==> config.mk <==
export PLATFORM = sky130hd
export DESIGN_NAME = address_resolution_cache_lru_unit
export DESIGN_NICKNAME = d
export VERILOG_FILES = /design/src/rtl/arcl_pkg.sv /design/src/rtl/address_resolution_cache_lru_unit.sv
export SDC_FILE = /design/constraint.sdc
export NUM_CORES = 2
export LEC_CHECK = 0
export BUFFER_PORTS_ARGS = -buffer_cell sky130_fd_sc_hd__buf_2
export CORE_UTILIZATION = 55
export DETAILED_ROUTE_END_ITERATION = 6
export PLACE_DENSITY = 0.8
export SLEW_MARGIN = 20
export SYNTH_ARGS = -nofsm -noshare
export SYNTH_HDL_FRONTEND = slang
export SYNTH_SLANG_ARGS = --single-unit
==> constraint.sdc <==
create_clock -name i_clk -period 17.9 [get_ports i_clk]
set_input_delay 2.685 -clock i_clk [delete_from_list [all_inputs] [get_ports i_clk]]
set_output_delay 2.685 -clock i_clk [all_outputs]
set_load 0.02 [all_outputs]
==> src/rtl/arcl_pkg.sv <==
// Package for the address resolution cache with LRU replacement.
// Holds sizes, field widths, action codes and register indexes.
// Used by rtl/address_resolution_cache_lru_unit.sv; depends on nothing.
package arcl_pkg;

    localparam int ENTRIES    = 16;
    localparam int STAMP_BITS = 32;
    localparam int IDX_W      = $clog2(ENTRIES);

    localparam int NET_W  = 16;
    localparam int LINK_W = 48;
    localparam int ACT_W  = 3;
    localparam int CFG_W  = 48;
    localparam int CIDX_W = 2;

    localparam logic [ACT_W-1:0] ACT_DROP        = 3'd0;
    localparam logic [ACT_W-1:0] ACT_REPLY       = 3'd1;
    localparam logic [ACT_W-1:0] ACT_SEND_CACHED = 3'd2;
    localparam logic [ACT_W-1:0] ACT_BROADCAST   = 3'd3;
    localparam logic [ACT_W-1:0] ACT_REQUEST     = 3'd4;

    localparam logic [CIDX_W-1:0] CFG_MY_NET     = 2'd0;
    localparam logic [CIDX_W-1:0] CFG_PROTO_TYPE = 2'd2;
    localparam logic [CIDX_W-1:0] CFG_ARP_DIS    = 2'd3;

    localparam logic [15:0]       HW_TYPE_ETH    = 16'd1;
    localparam logic [7:0]        HW_LEN_ETH     = 8'd6;
    localparam logic [7:0]        PROTO_LEN_NET  = 8'd2;
    localparam logic [15:0]       OP_REQUEST     = 16'd1;
    localparam logic [15:0]       PROTO_RESET    = 16'd2052;
    localparam logic [LINK_W-1:0] LINK_BCAST     = {LINK_W{1'b1}};

endpackage

==> src/rtl/address_resolution_cache_lru_unit.sv <==
// Address resolution cache: table of network to link address mappings with LRU refill.
// Scans the table one slot per cycle under a small sequencer.
// Depends on rtl/arcl_pkg.sv.
//
// Usage:
// The input channel (i_valid, o_stall) carries one beat per lookup: either an
// incoming ARP packet (i_func low) or a transmit destination (i_func high).
// The output channel (o_valid, i_stall) returns exactly one result beat per
// input beat. Configuration is written through i_cfg_wr_en, i_cfg_index and
// i_cfg_wdata only while the block is idle, a rule for the user that the block
// itself does not enforce; index 1 (own link address) is accepted and has no
// effect on the results. A beat dropped by validation or a broadcast transmit
// has its result registered directly on acceptance. Otherwise the sequencer
// scans the table (1 to ENTRIES slots visited), then moves to S_FINISH, which
// registers the result and applies any table update. The block handles one
// beat at a time; o_stall is high from acceptance until the result beat is
// taken, so no new beat is accepted before then.
// While i_stall is high the result beat is held unchanged.
// Reset empties the table, clears all stamps, sets the use clock to one and
// loads register reset values; no clearing pass is needed.
module address_resolution_cache_lru_unit (
    input  logic                                i_clk,
    input  logic                                i_rst_n,
    input  logic                                i_cfg_wr_en,
    input  logic [arcl_pkg::CIDX_W-1:0]         i_cfg_index,
    input  logic [arcl_pkg::CFG_W-1:0]          i_cfg_wdata,
    input  logic                                i_valid,
    output logic                                o_stall,
    input  logic                                i_func,
    input  logic [15:0]                         i_hw_type,
    input  logic [15:0]                         i_proto_type,
    input  logic [7:0]                          i_hw_len,
    input  logic [7:0]                          i_proto_len,
    input  logic [15:0]                         i_arp_opcode,
    input  logic [arcl_pkg::LINK_W-1:0]         i_sender_link_addr,
    input  logic [arcl_pkg::NET_W-1:0]          i_sender_net_addr,
    input  logic [arcl_pkg::NET_W-1:0]          i_target_net_addr,
    output logic                                o_valid,
    input  logic                                i_stall,
    output logic [arcl_pkg::ACT_W-1:0]          o_action,
    output logic [arcl_pkg::LINK_W-1:0]         o_frame_dest_link,
    output logic [arcl_pkg::LINK_W-1:0]         o_arp_target_link,
    output logic [arcl_pkg::NET_W-1:0]          o_arp_target_net,
    output logic                                o_cache_hit
);

    typedef enum logic [1:0] {
        S_IDLE,
        S_SCAN,
        S_FINISH,
        S_DONE
    } t_state;

    t_state r_state;

    logic [arcl_pkg::NET_W-1:0]      r_my_net;
    logic [15:0]                     r_proto;
    logic                            r_arp_dis;

    logic [arcl_pkg::NET_W-1:0]      r_net   [arcl_pkg::ENTRIES];
    logic [arcl_pkg::STAMP_BITS-1:0] r_stamp [arcl_pkg::ENTRIES];
    logic [arcl_pkg::LINK_W-1:0]     r_link_mem [arcl_pkg::ENTRIES];
    logic [arcl_pkg::LINK_W-1:0]     r_link_q;
    logic [arcl_pkg::STAMP_BITS-1:0] r_use_clock;

    logic                            r_func;
    logic                            r_req;
    logic [arcl_pkg::LINK_W-1:0]     r_s_link;
    logic [arcl_pkg::NET_W-1:0]      r_s_net;
    logic [arcl_pkg::NET_W-1:0]      r_t_net;

    logic [arcl_pkg::IDX_W-1:0]      r_idx;
    logic [arcl_pkg::IDX_W-1:0]      r_vic;
    logic [arcl_pkg::STAMP_BITS-1:0] r_vic_stamp;
    logic                            r_hit;

    logic                            in_accept;
    logic                            in_ok;
    logic [arcl_pkg::NET_W-1:0]      cur_net;
    logic [arcl_pkg::STAMP_BITS-1:0] cur_stamp;
    logic                            is_last;
    logic                            older;
    logic [arcl_pkg::STAMP_BITS-1:0] n_use_clock;
    logic                            to_me;
    logic                            link_we;
    logic [arcl_pkg::IDX_W-1:0]      link_waddr;

    assign o_stall     = (r_state != S_IDLE);
    assign in_accept   = i_valid && !o_stall;
    assign cur_net     = r_net[r_idx];
    assign cur_stamp   = r_stamp[r_idx];
    assign is_last     = (r_idx == arcl_pkg::IDX_W'(arcl_pkg::ENTRIES - 1));
    assign older       = (cur_stamp < r_vic_stamp);
    assign n_use_clock = r_use_clock + arcl_pkg::STAMP_BITS'(1);
    assign to_me       = (r_t_net == r_my_net);
    assign link_we     = (r_state == S_FINISH) && !r_func && (r_hit || to_me);
    assign link_waddr  = r_hit ? r_idx : r_vic;

    assign in_ok = (i_hw_type == arcl_pkg::HW_TYPE_ETH) && (i_proto_type == r_proto)
                && (i_hw_len == arcl_pkg::HW_LEN_ETH) && (i_proto_len == arcl_pkg::PROTO_LEN_NET)
                && !r_arp_dis && (i_sender_net_addr != '0) && (i_target_net_addr != '0);

    always_ff @(posedge i_clk) begin
        if (!i_rst_n) begin
            r_my_net  <= '0;
            r_proto   <= arcl_pkg::PROTO_RESET;
            r_arp_dis <= 1'b0;
        end else if (i_cfg_wr_en) begin
            case (i_cfg_index)
                arcl_pkg::CFG_MY_NET:     r_my_net  <= i_cfg_wdata[arcl_pkg::NET_W-1:0];
                arcl_pkg::CFG_PROTO_TYPE: r_proto   <= i_cfg_wdata[15:0];
                arcl_pkg::CFG_ARP_DIS:    r_arp_dis <= i_cfg_wdata[0];
                default: ;
            endcase
        end
    end

    always_ff @(posedge i_clk) begin
        if (link_we) begin
            r_link_mem[link_waddr] <= r_s_link;
        end
        r_link_q <= r_link_mem[r_idx];
    end

    always_ff @(posedge i_clk) begin
        if (!i_rst_n) begin
            r_state     <= S_IDLE;
            o_valid     <= 1'b0;
            r_use_clock <= arcl_pkg::STAMP_BITS'(1);
            r_idx       <= '0;
            r_hit       <= 1'b0;
            for (int i = 0; i < arcl_pkg::ENTRIES; i++) begin
                r_net[i]   <= '0;
                r_stamp[i] <= '0;
            end
        end else begin
            case (r_state)
                S_IDLE: begin
                    if (in_accept) begin
                        r_func      <= i_func;
                        r_req       <= (i_arp_opcode == arcl_pkg::OP_REQUEST);
                        r_s_link    <= i_sender_link_addr;
                        r_s_net     <= i_sender_net_addr;
                        r_t_net     <= i_target_net_addr;
                        r_idx       <= '0;
                        r_vic       <= '0;
                        r_vic_stamp <= r_stamp[0];
                        r_hit       <= 1'b0;
                        if (!i_func && !in_ok) begin
                            o_action          <= arcl_pkg::ACT_DROP;
                            o_frame_dest_link <= '0;
                            o_arp_target_link <= '0;
                            o_arp_target_net  <= '0;
                            o_cache_hit       <= 1'b0;
                            o_valid           <= 1'b1;
                            r_state           <= S_DONE;
                        end else if (i_func && (i_target_net_addr == '0)) begin
                            o_action          <= arcl_pkg::ACT_BROADCAST;
                            o_frame_dest_link <= arcl_pkg::LINK_BCAST;
                            o_arp_target_link <= '0;
                            o_arp_target_net  <= '0;
                            o_cache_hit       <= 1'b0;
                            o_valid           <= 1'b1;
                            r_state           <= S_DONE;
                        end else begin
                            r_state <= S_SCAN;
                        end
                    end
                end
                S_SCAN: begin
                    if (r_func) begin
                        if (cur_net == '0) begin
                            r_state <= S_FINISH;
                        end else if (cur_net == r_t_net) begin
                            r_hit   <= 1'b1;
                            r_state <= S_FINISH;
                        end else if (is_last) begin
                            r_state <= S_FINISH;
                        end else begin
                            r_idx <= r_idx + 1'b1;
                        end
                    end else begin
                        if (cur_net == r_s_net) begin
                            r_hit   <= 1'b1;
                            r_state <= S_FINISH;
                        end else begin
                            if (older) begin
                                r_vic       <= r_idx;
                                r_vic_stamp <= cur_stamp;
                            end
                            if ((older && (cur_net == '0)) || is_last) begin
                                r_state <= S_FINISH;
                            end else begin
                                r_idx <= r_idx + 1'b1;
                            end
                        end
                    end
                end
                S_FINISH: begin
                    o_valid     <= 1'b1;
                    r_state     <= S_DONE;
                    o_cache_hit <= r_hit;
                    if (r_func && r_hit) begin
                        r_use_clock       <= n_use_clock;
                        r_stamp[r_idx]    <= n_use_clock;
                        o_action          <= arcl_pkg::ACT_SEND_CACHED;
                        o_frame_dest_link <= r_link_q;
                        o_arp_target_link <= '0;
                        o_arp_target_net  <= '0;
                    end else if (r_func) begin
                        o_action          <= arcl_pkg::ACT_REQUEST;
                        o_frame_dest_link <= arcl_pkg::LINK_BCAST;
                        o_arp_target_link <= arcl_pkg::LINK_BCAST;
                        o_arp_target_net  <= r_t_net;
                    end else begin
                        if (to_me && !r_hit) begin
                            r_net[r_vic]   <= r_s_net;
                            r_stamp[r_vic] <= arcl_pkg::STAMP_BITS'(1);
                        end
                        if (to_me && r_req) begin
                            o_action          <= arcl_pkg::ACT_REPLY;
                            o_frame_dest_link <= r_s_link;
                            o_arp_target_link <= r_s_link;
                            o_arp_target_net  <= r_s_net;
                        end else begin
                            o_action          <= arcl_pkg::ACT_DROP;
                            o_frame_dest_link <= '0;
                            o_arp_target_link <= '0;
                            o_arp_target_net  <= '0;
                        end
                    end
                end
                S_DONE: begin
                    if (!i_stall) begin
                        o_valid <= 1'b0;
                        r_state <= S_IDLE;
                    end
                end
                default: begin
                    o_valid <= 1'b0;
                    r_state <= S_IDLE;
                end
            endcase
        end
    end

    a_busy_after_accept: assert property (@(posedge i_clk) disable iff (!i_rst_n)
        in_accept |=> o_stall)
        else $error("Block took a beat and did not become busy.");

    a_one_at_a_time: assert property (@(posedge i_clk) disable iff (!i_rst_n)
        o_valid |-> o_stall)
        else $error("Input accepted while a result is pending.");

    a_cached_is_hit: assert property (@(posedge i_clk) disable iff (!i_rst_n)
        o_valid && (o_action == arcl_pkg::ACT_SEND_CACHED) |-> o_cache_hit)
        else $error("Cached send without a table hit.");

    a_request_is_miss: assert property (@(posedge i_clk) disable iff (!i_rst_n)
        o_valid && (o_action == arcl_pkg::ACT_REQUEST)
        |-> !o_cache_hit && (o_frame_dest_link == arcl_pkg::LINK_BCAST)
            && (o_arp_target_net != '0))
        else $error("ARP request result is inconsistent.");

endmodule

==> metrics <==
vias per cell=6.42; post-CTS setup buffer count=0; Crit. End Element=flip-flop; min Tclk post-route=around 6.2 ns; Clock Latency Late Sink=about 0.84 ns; DRT iter0 DRCs=between 6000 and 7000; cts repair resizes=0; Post-synth EDFFs=about 1800; Top Ports=318; critical path class=flip-flop to flip-flop; CTS tree=done; Post-Syn Area=roughly 78000 µm²; Root Buffer=clkbuf_16; # fillers=9505; largest family of logic cells by synthesized area=multiplexers; Post-synth ARST share=0; nets@finish=5137; Min-Delay Endpoint=r_proto[4]; Hold Crit Start=r_proto[4]; # hold bufs at CTS=0; R2R setup slack=~12 ns; first-pass GRT wire length=293000 µm; via count=44500; Worst Hold Class=flip-flop to flip-flop; Fmax=around 160 MHz; Max Slew Vio Count=0; R2R cell count=14; final hold slack=0.464 ns; DIE WIDTH=about 380 µm; predominant post-synthesis flop cell=edfxtp_1; largest net degree at the start of global routing=134; Tcrit/Tclk final=0.344; Seq cells post-synth=~1900; Mapped Cells=~4700; Worst Path Required=between 15 and 20 ns; worst hold stages=2; post-synthesis compound-gate area fraction=0.0265; Syn Area/Cell=16.7 µm²; area of the multi-input gates=21300 µm²; 1st-pass router iterations=6; most frequent cells in the layout=edfxtp_1 (1770), nor2_1 (643), mux4_2 (446), buf_2 (285), and2_1 (265); post-synthesis sequential area ratio=0.712; Rel. slew slack=0.218; critical path's slowest cell=buf_4; Leakage=~28 nW; Layout area overhead=12.1%; Max stage delay on crit path=roughly 0.80 ns; critical path startpoint category=flip-flop; GPL Wtd Cong=roughly 0.9; Worst Tran Pin Value=about 1.2 ns; clock sinks=1895; simple-gate share of the synthesized area=0.0785; commonest non-fill, non-tap cell in the layout=edfxtp_1; initial core utilization=0.558; Worst path most repeated cell=nor2_1; Total Power=about 0.010 W; initial antenna violation count=8; Worst Path Arrival=between 6 and 7 ns; XOR/XNOR Fraction of Synth Area=0.0157; status=finished clean; pre-CTS setup slack=between 10 and 15 ns; CP max FO=42; core area=about 140000 µm²; fraction of layout cells with a size suffix above 1=0.236; DRT Wirelength=approximately 200000 µm; total die area=between 100000 and 150000 µm²; Inserted Clock Buffers=181; Post-DP HPWL=~110000 µm; post-synth net total=between 4000 and 5000; maximum root-to-sink buffer count=3; H-tree Lvls=4; Die Y=379 µm; YS warnings=0; RSZ-0062 raised after global routing=false; DRC Markers=0; WL per Instance=roughly 29 µm; Congestion Overflow GR=0; Worst-path clk slew=around 0.060 ns; max cap viols=0; capture point of the worst reg-to-reg path=r_vic_stamp[18]; # port buffers=roughly 290; GRT Util Overall=0.285; final setup vio count=0; antenna-violating nets left=0; std cell rows=137; worst-path cell chain=buf_4 > mux4_2 > mux4_2 > ha_1 > nand4_1 > nor2_1 > a311oi_1 > a31oi_1 > a211o_1 > a211o_1 > nor2_1 > nor2_1 > nor3_2 > buf_4; P per Cell Area=between 100 and 150 nW/µm²; adder-cell share of the synthesized area=0.00608; Peak supply drop=0.000124 V; clock skew=around 0.029 ns; Setup TNS Final=0 ns; Synth cell types=70; area occupied by registers=about 56000 µm²; Worst Slack Setup Final=between 10 and 15 ns; number of global-route vias before repair=44900; endpoints failing hold=0; post-synthesis mux area share=0.142
## final cells by class
type / instances / area share
Clock buffer: 235 / 0.0556
Inverter: 45 / 0.00193
Tap cell: 1876 / 0.0268
Multi-Input combinational cell: 2396 / 0.243
Clock inverter: 102 / 0.0129
Timing Repair Buffer: 380 / 0.0251
Antenna cell: 1 / 0.0000285
Sequential cell: 1895 / 0.635
## synthesized netlist by cell type, types with 61 or more instances
library cell / count / area, µm²
a21oi_1: 117 / 586
and2_1: 266 / 1660
clkbuf_1: 263 / 987
dfxtp_1: 125 / 2500
edfxtp_1: 1770 / 53200
mux2i_1: 61 / 611
mux4_2: 446 / 10000
nand2_1: 189 / 709
nor2_1: 664 / 2490
o21ai_0: 137 / 686
xnor2_1: 79 / 692
xor2_1: 61 / 534
## logic make-up (layout without fill, tap and decap cells)
| group | after synthesis | after routing |
|---|---|---|
| other | 0 | 1 |
| adders and majority gates | 38 | 38 |
| AOI/OAI and AO/OA | 355 | 355 |
| DFF | 1895 | 1895 |
| buffers and inverters | 383 | 762 |
| and+or+nand+nor | 1321 | 1321 |
| xor gates and xnor gates | 140 | 140 |
| muxes | 542 | 542 |
## metrics by stage
stage | std cells | util | area [µm²]
after global placement | 6591 | 0.582 | 81600
after global routing | 6929 | 0.625 | 87700
final | 6930 | 0.625 | 87700
after CTS | 6928 | 0.625 | 87600
after detailed placement | 6591 | 0.582 | 81600
after floorplan | 4674 | - | 78200
## routing by layer
layer	global-route usage	vias up	wire, µm
met3	0.0712	479	25500
met5	0	-	165
met2	0.463	3049	98900
met1	0.372	22600	71200
met4	0.107	10	6660
li1	-	18300	-
## registers in the layout, summed over array words and instances (netlist names), 2 cells and up, named ones only
signal and flops:
r_net 256, r_link_mem 768, r_vic_stamp 32, o_action 3
o_frame_dest_link 48, r_stamp 512, r_s_net 16, o_arp_target_net 16
r_use_clock 32, r_my_net 16, r_t_net 16, r_proto 16
r_vic 4, r_state 2, r_s_link 48, r_link_q 48
o_arp_target_link 48, r_idx 4
## report_power, final
part           switching, W  internal, W  leakage, nW  total (W)
clock network       0.00166      0.00224         2.93    0.00390
registers          0.000168      0.00507         18.0    0.00524
logic              0.000608     0.000385         7.50   0.000993
total               0.00243      0.00770         28.5     0.0101
## worst max-delay path by stage
stage / end / slack, ns / cells past startpoint
finish: r_vic_stamp[18] / 11.75 / 14
global route: r_vic_stamp[18] / 11.44 / 14
CTS: r_vic_stamp[17] / 11.79 / 14
detailed placement: r_stamp[12][29] / 11.80 / 9
global placement: r_stamp[12][27] / 11.80 / 9
floorplan: o_action[0] / 8.18 / 7
## worst max-delay path, delay by kind of cell, from the launching register on
kind	cells	cell delay (ns)
compound gates	4	1.16
simple gates	5	0.96
buf+inv	2	1.38
mux	2	1.13
flops	1	0.73
fa+ha+maj	1	0.31
(Power assumes the default switching activity.)
